### src/rtl/core/disk_mean_image_sampler_top_assert.svh
// Assertion macros shared by the sampler files.
`ifndef DISK_MEAN_IMAGE_SAMPLER_TOP_ASSERT_SVH
`define DISK_MEAN_IMAGE_SAMPLER_TOP_ASSERT_SVH
// An implication checked at every rising clock edge outside reset.
`define DMS_ASSERT_IMPL(label, clk, rst_n, a, c) \
    label: assert property (@(posedge clk) disable iff (!rst_n) (a) |-> (c)) \
        else $error("assertion failed");
// An implication whose consequent is checked in the cycle after the antecedent.
`define DMS_ASSERT_NEXT(label, clk, rst_n, a, c) \
    label: assert property (@(posedge clk) disable iff (!rst_n) (a) |=> (c)) \
        else $error("assertion failed");
`endif

### src/rtl/core/dms_pkg.sv
`timescale 1ns / 1ps
package dms_pkg;
    localparam int MAX_WIDTH = 256;
    localparam int MAX_HEIGHT = 256;
    localparam int MAX_CHANNELS = 4;
    localparam int MAX_RADIUS = 15;
    localparam int STORE_DEPTH = MAX_WIDTH * MAX_HEIGHT * MAX_CHANNELS;
    localparam int ADDR_W = $clog2(STORE_DEPTH);
    localparam int RMAX2 = MAX_RADIUS * MAX_RADIUS * 256;
    localparam int QDEPTH = 2;

    localparam logic [1:0] REG_WIDTH = 2'd0;
    localparam logic [1:0] REG_HEIGHT = 2'd1;
    localparam logic [1:0] REG_CHANNELS = 2'd2;

    typedef struct packed {
        logic        is_query;
        logic [17:0] byte_address;
        logic [7:0]  byte_value;
        logic [15:0] point_x;
        logic [15:0] point_y;
        logic [15:0] radius_sq;
        logic [1:0]  channel_sel;
    } dms_item_t;
endpackage

### src/rtl/core/dms_queue.sv
`timescale 1ns / 1ps
module dms_queue (
    input  logic              clk,
    input  logic              rst_n,
    input  logic              push,
    input  dms_pkg::dms_item_t push_item,
    output logic              full,
    input  logic              pop,
    output dms_pkg::dms_item_t pop_item,
    output logic              not_empty
);
    import dms_pkg::*;

    dms_item_t entry_reg [QDEPTH];
    logic [$clog2(QDEPTH)-1:0] wptr_reg, rptr_reg;
    logic [$clog2(QDEPTH):0] count_reg;

    assign full = (count_reg == ($clog2(QDEPTH)+1)'(QDEPTH));
    assign not_empty = (count_reg != '0);
    assign pop_item = entry_reg[rptr_reg];

    always_ff @(posedge clk)
    begin
        if (push && !full)
        begin
            entry_reg[wptr_reg] <= push_item;
        end
    end

    always_ff @(posedge clk or negedge rst_n)
    begin
        if (!rst_n)
        begin
            wptr_reg <= '0;
            rptr_reg <= '0;
            count_reg <= '0;
        end
        else
        begin
            if (push && !full)
            begin
                wptr_reg <= wptr_reg + 1'b1;
            end
            if (pop && not_empty)
            begin
                rptr_reg <= rptr_reg + 1'b1;
            end
            count_reg <= count_reg + {{$clog2(QDEPTH){1'b0}}, (push && !full)}
                                   - {{$clog2(QDEPTH){1'b0}}, (pop && not_empty)};
        end
    end

`include "disk_mean_image_sampler_top_assert.svh"
    `DMS_ASSERT_IMPL(a_count_bound, clk, rst_n, 1'b1, count_reg <= ($clog2(QDEPTH)+1)'(QDEPTH))
    `DMS_ASSERT_NEXT(a_push_fills, clk, rst_n, push && !full && !pop, not_empty)
    `DMS_ASSERT_NEXT(a_empty_stays, clk, rst_n, !not_empty && !push, !not_empty)
endmodule

### config.mk
export PLATFORM = sky130hd
export DESIGN_NAME = dms_queue
export DESIGN_NICKNAME = d
export VERILOG_FILES = /design/src/rtl/core/dms_pkg.sv /design/src/rtl/core/dms_queue.sv
export VERILOG_INCLUDE_DIRS = /design/src /design/src/rtl/core
export SDC_FILE = /design/constraint.sdc
export NUM_CORES = 1
export LEC_CHECK = 0
export BUFFER_PORTS_ARGS = -buffer_cell sky130_fd_sc_hd__clkbuf_2
export CAP_MARGIN = 20
export CORE_MARGIN = 5
export CORE_UTILIZATION = 54
export DETAILED_ROUTE_END_ITERATION = 8
export MAX_ROUTING_LAYER = met4
export PLACE_DENSITY_LB_ADDON = 0.3
export REMOVE_ABC_BUFFERS = 1
export SLEW_MARGIN = 20
export SYNTH_ARGS = -nofsm -noshare
export SYNTH_HDL_FRONTEND = slang
export SYNTH_SLANG_ARGS = --single-unit
### constraint.sdc
create_clock -name clk -period 7.4 [get_ports clk]
set_input_delay 0.74 -clock clk [delete_from_list [all_inputs] [get_ports clk]]
set_output_delay 0.74 -clock clk [all_outputs]
set_load 0.03 [all_outputs]
==> summary.md, run 1 <==
| Metric | Value |
|---|---|
| Critical path type | reg -> out |
| Final core utilization | 69.6% |
| Final nets | 514 |
| CTS max path bufs | 2 |
| GR Util All Layers | 16.4% |
| Number of flip-flops in the largest register | 154 |
| Die X | 114 um |
| Period utilization | 39.3% |
| Post_cts resized | 0 |
| Largest net degree at the start of global routing | 79 |
| Port Buf Inserts | 159 |
| Yosys warns | 0 |
| I/O Pins | 160 |
| Full die area | 13000 um2 |
| P_leak | 2.92 nW |
| Root Driver | clkbuf_8 |
| Iter 0 DRT Violations | 121 |
| Num rows | 38 |
| Logic pwr share | 34.1% |
| Core area | 10700 um2 |
| Avg Inst Size Synth | 22.6 um2 |
| Crit. End Element | output pin |
| DRT antenna net count | 0 |
| Met3 Use GR | 5.20% |
| Area growth, synth to finish | 27.7% |
| # diodes | 0 |
| Post-Synthesis Cells | 258 |
| Net Sw Power | 0.00115 W |
| Skew final | 7.27 ps |
| RSZ-0062 raised after global routing | no |
| Initial antenna violation count | 0 |
| Clock Latency Late Sink | 520 ps |
| Die height | 114 um |
| Total routed wirelength | 9890 um |
| Share of post-route cells with drive strength above 1 | 61.9% |
| Setup TNS Final | 0 ps |
| HPWL after DPL | 6520 um |
| Endpoints failing setup | 0 |
| Arr. time, crit path | 2170 ps |
| M2 GR Usage | 27.4% |
| First-pass GRT wire length | 15400 um |
| Max-cap viol count | 0 |
| Worst-margin pin slew | 1040 ps |
| Met1 Track Usage GR | 18.0% |
| Drt pass-1 iters | 4 |
| Min Tclk post-route | 2910 ps |
| Critical Path Start Type | flop |
| Flop pwr share | 39.0% |
| Relative slew slack | 30.4% |
| Critical path peak fanout | 52 |
| Vias | 2899 |
| Max incr delay on CP | 700 ps |
| GR Overflow Total | 0 |
| Yosys reg bits | 158 |
| Busiest grt layer | met2 |
| DRC viols | 0 |
| Switching part of the total | 34.2% |
| CTS buffer count | 17 |
| Pint | 0.00220 W |
| Sink Count | 158 |
| Synth cell types | 16 |
| Critical-path cell list | buf_16, mux2_2, clkbuf_2 |
| Starting Density | 54.6% |
| Clk slew on worst S/H paths | 70 ps |
| Final Hold Viols | 0 |
| HP Class | in -> reg |
| Part of the power in the clock network | 26.9% |
| F_max | 0.344 GHz |
| Slew Viols, Final | 0 |
| Routed length per instance | 16.9 um |
| CTS tree | done |
| Sequential-to-total area share from yosys stat | 80.9% |
| GP Congestion | 0.727 |
| Total power draw | 0.00335 W |
| Required time of the critical path | 6660 ps |
| Via density | 4.96 |
| H-tree levels | 4 |
| Status | finished clean |
| Vias in the first global route | 3163 |
| Peak supply drop | 0.370 mV |
| Mapped Area | 5840 um2 |
| Slowest-stage cell, CP | dfrtp_4 |
| Pwr dens | 450 nW/um2 |
worst paths after layout:
| path | cells past startpoint | end | startpoint | slack (ps) |
|---|---|---|---|---|
| worst max-delay path | 3 | pop_item[73] | rptr_reg | 4490 |
| worst min-delay path | 1 | entry_reg[0][63] | push_item[63] | 410 |
| worst max register to register | 5 | entry_reg[0][18] | count_reg[0] | 5200 |
| worst min register to register | 1 | count_reg[1] | count_reg[1] | 500 |
| max in group asynchronous | 2 | rptr_reg | rst_n | 6700 |
| min in group asynchronous | 2 | wptr_reg | rst_n | 560 |
cell usage after synthesis:
cell / number / area, um2
xor2_1: 1 / 8.76
nand2_1: 1 / 3.75
ha_1: 2 / 25.0
edfxtp_1: 154 / 4620
nor2_1: 1 / 3.75
inv_1: 2 / 7.51
mux2_2: 57 / 642
nand2b_1: 1 / 6.26
dfrtp_1: 4 / 100
and3_1: 1 / 6.26
or2_2: 1 / 6.26
xnor2_1: 3 / 26.3
mux2_4: 20 / 300
buf_6: 4 / 45.0
buf_2: 5 / 25.0
and2_1: 1 / 6.26
cell usage in the layout, fill, tap and decap left out, types with 2 or more instances in the layout:
master / count
bufinv_16: 4
clkbuf_16: 16
clkbuf_2: 159
clkbuf_8: 2
clkinv_4: 2
clkinvlp_4: 2
dfrtp_1: 3
edfxtp_1: 154
ha_1: 2
inv_1: 2
inv_6: 4
mux2_2: 57
mux2_4: 20
xnor2_1: 3
cell type report:
cell class	count	area (um2)
well taps	140	175
flip-flops and latches	158	4730
clock buffers	18	428
inverters	2	7.51
repair buffers	163	861
multi-input cells	89	1050
fillers	709	3250
clock inverters	14	204
logic make-up after synthesis:
kind of cell,count (synthesis),share of synthesized area [%]
XOR/XNOR,4,0.600
adder cells (fa/ha/maj),2,0.429
multiplexers,77,16.1
AND/OR/NAND/NOR,6,0.557
buffers and inverters,11,1.33
flip-flops,158,80.9
power by group through the flow:
| stage | clock, W | combinational (W) | sequential [W] |
|---|---|---|---|
| 5_1_grt | 0.000961 | 0.00121 | 0.00133 |
| 4_1_cts | 0.000919 | 0.00109 | 0.00137 |
| 3_3_place_gp | 0 | 0.00107 | 0.00137 |
| 6_report | 0.000903 | 0.00114 | 0.00131 |
| 3_5_place_dp | 0 | 0.00108 | 0.00139 |
| 2_1_floorplan | 0 | 0.000818 | 0.00136 |
routing by layer:
layer	vias up	part of all wire, %
met4	0	1.4
met3	14	6.4
met5	-	0
met1	1421	39
met2	91	53
li1	1373	-
worst max-delay path, delay by kind of cell (launching register included):
kind	cells	cell delay (ps)
flip-flops	1	700
buffers and inverters	2	520
multiplexers	1	400
metrics by stage:
stage	cells	hold slack, ps	setup slack, ps	cell area (um2)
CTS	582	384	4240	7400
floorplan	249	444	2840	5770
detailed placement	549	489	4520	6760
global route	584	378	4390	7450
global placement	549	475	4540	6760
finish	584	410	4490	7450
timing repair:
item,4_1_cts,5_1_grt
buffers inserted,0,0
hold endpoints to repair,4,0
hold buffers,1,0
Note: power is estimated with default switching activity, not from simulation.
==> run 2, diff against run 1 <==
- CORE_UTILIZATION: 54 -> 52
- clock period: 7.4 -> 2.95 ns (I/O delays scaled with it)
==> run 2 against run 1 <==
  * Clock-buffer cell count increased by 1
  * Flip-flop and latch count did not move
  * Largest cell class unchanged
  * Critical path type unchanged
  * Register-to-register slack got worse by 4000 ps
  * Critical endpoint is now pop_item[31]
  * Clock power is 110% higher
  * Sequential power grew to 2.5 times the previous value
  * Total power grew 140%
  * Via count is 1.7% higher
  * Non-clock buffer count did not move
  * First-iteration DRC count is 3.3% lower
  * Worst hold slack got worse by 340 ps
==> summary.md, run 2 (synthesis gave the netlist of run 1 again) <==
| Metric | Value |
|---|---|
| Status | finished clean |
| Area growth, synth to finish | 26.0% |
| Slew Viols, Final | 0 |
| Initial antenna violation count | 0 |
| Port Buf Inserts | 159 |
| Largest net degree at the start of global routing | 78 |
| CTS buffer count | 17 |
| RSZ-0062 raised after global routing | no |
| Full die area | 13400 um2 |
| Hold path depth | 1 |
| First-pass GRT wire length | 15800 um |
| Final Hold Viols | 0 |
| Vias in the first global route | 3152 |
| I/O Pins | 160 |
| Worst-margin pin slew | 763 ps |
| Total routed wirelength | 10400 um |
| Period utilization | 85.2% |
| Iter 0 DRT Violations | 117 |
| Pwr dens | 1100 nW/um2 |
| Die height | 116 um |
| Arr. time, crit path | 2220 ps |
| Total power draw | 0.00809 W |
| Skew final | 5.64 ps |
| Crit. End Element | output pin |
| Critical path peak fanout | 49 |
| Via density | 5.05 |
| GP Congestion | 0.746 |
| Min Tclk post-route | 2510 ps |
| # diodes | 0 |
| Sink Count | 158 |
| Fin worst setup slack | 437 ps |
| R2R cell count | 7 |
| Final core utilization | 67.3% |
| Fill count | 764 |
| Share of post-route cells with drive strength above 1 | 60.8% |
| Routed length per instance | 17.8 um |
| Starting Density | 53.4% |
| CTS tree | done |
| Area of the multi-input gates | 1050 um2 |
| Sequential cell area | 4730 um2 |
| Clock Latency Late Sink | 400 ps |
| Setup Slack @ Placement | 848 ps |
| P_leak | 2.87 nW |
| Root Driver | clkbuf_16 |
| HPWL after DPL | 6880 um |
| Endpoints failing setup | 0 |
| GR Util All Layers | 16.5% |
| Final nets | 514 |
| Critical Path Start Type | flop |
| Drt pass-1 iters | 5 |
| Core area | 10900 um2 |
| DRC viols | 0 |
| HP Class | in -> reg |
| Critical path type | reg -> out |
| Clk slew on worst S/H paths | 60 ps |
| H-tree levels | 4 |
| GR Overflow Total | 0 |
| Max-cap viol count | 0 |
| DRT antenna net count | 0 |
| Post_cts resized | 0 |
| F_max | 0.398 GHz |
| Commonest non-fill, non-tap cell in the layout | clkbuf_2 |
| Peak supply drop | 0.733 mV |
| Vias | 2948 |
| Most frequent cells in the layout | clkbuf_2, edfxtp_1, mux2_2 |
| Relative slew slack | 49.2% |
| Num rows | 38 |
| Setup bufs post-CTS | 0 |
| Required time of the critical path | 2650 ps |
| Number of flip-flops in the largest register | 154 |
| Cts hold-fix bufs | 1 |
| Die X | 116 um |
| CTS max path bufs | 2 |
==> run 2: cell types whose count changed in the layout (fill, tap and decap cells not counted), moves of 3 or more <==
| cell | before | now |
|---|---|---|
| clkinv_1 | 0 | 3 |
| clkinv_2 | 1 | 5 |
| inv_6 | 4 | 1 |
| bufinv_16 | 4 | 1 |
==> run 2: layout make-up <==
type	count	share of cell area (%)
clock buffers	19	5.89
flip-flops and latches	158	64.3
clock inverters	13	1.33
repair buffers	163	11.8
multi-input cells	89	14.2
well taps	140	2.38
inverters	2	0.102
==> run 2: final timing paths <==
kind                       slack (ps)     startpoint          endpoint
max                               440       rptr_reg      pop_item[31]
min                                70  push_item[64]  entry_reg[1][64]
max reg2reg                      1190   count_reg[1]      count_reg[1]
min reg2reg                       490   count_reg[1]      count_reg[1]
max in group asynchronous        2540          rst_n          rptr_reg
min in group asynchronous         260          rst_n          wptr_reg
==> run 2: report_power, final <==
group / switching, W / total, W / leakage [nW] / internal (W)
sequential: 0.000268 / 0.00334 / 1.48 / 0.00307
clock: 0.000800 / 0.00194 / 0.255 / 0.00114
combinational: 0.00177 / 0.00281 / 1.14 / 0.00104
total: 0.00284 / 0.00809 / 2.87 / 0.00526
==> run 2: per-layer routing <==
layer	routed length [um]	global-route usage [%]	share of wire, %
met1	4160	19.4	40
met2	5330	27.4	51
met3	818	5.74	7.9
met4	95	4.56	0.91
met5	0	-	0
==> run 2: worst max-delay path, stage by stage (launching register included) <==
cell      delay, ps
dfrtp_4         900
buf_12          300
mux2_2          370
clkbuf_2        180
==> run 2: through the flow <==
stage	setup TNS, ps	std cells	cell area (um2)	hold WS (ps)
after floorplan	-105800	249	5770	-0.591
after global placement	0	551	6810	108
after detailed placement	0	551	6810	109
after CTS	0	584	7350	59.1
after global routing	0	584	7350	53.7
final	0	584	7350	74.2
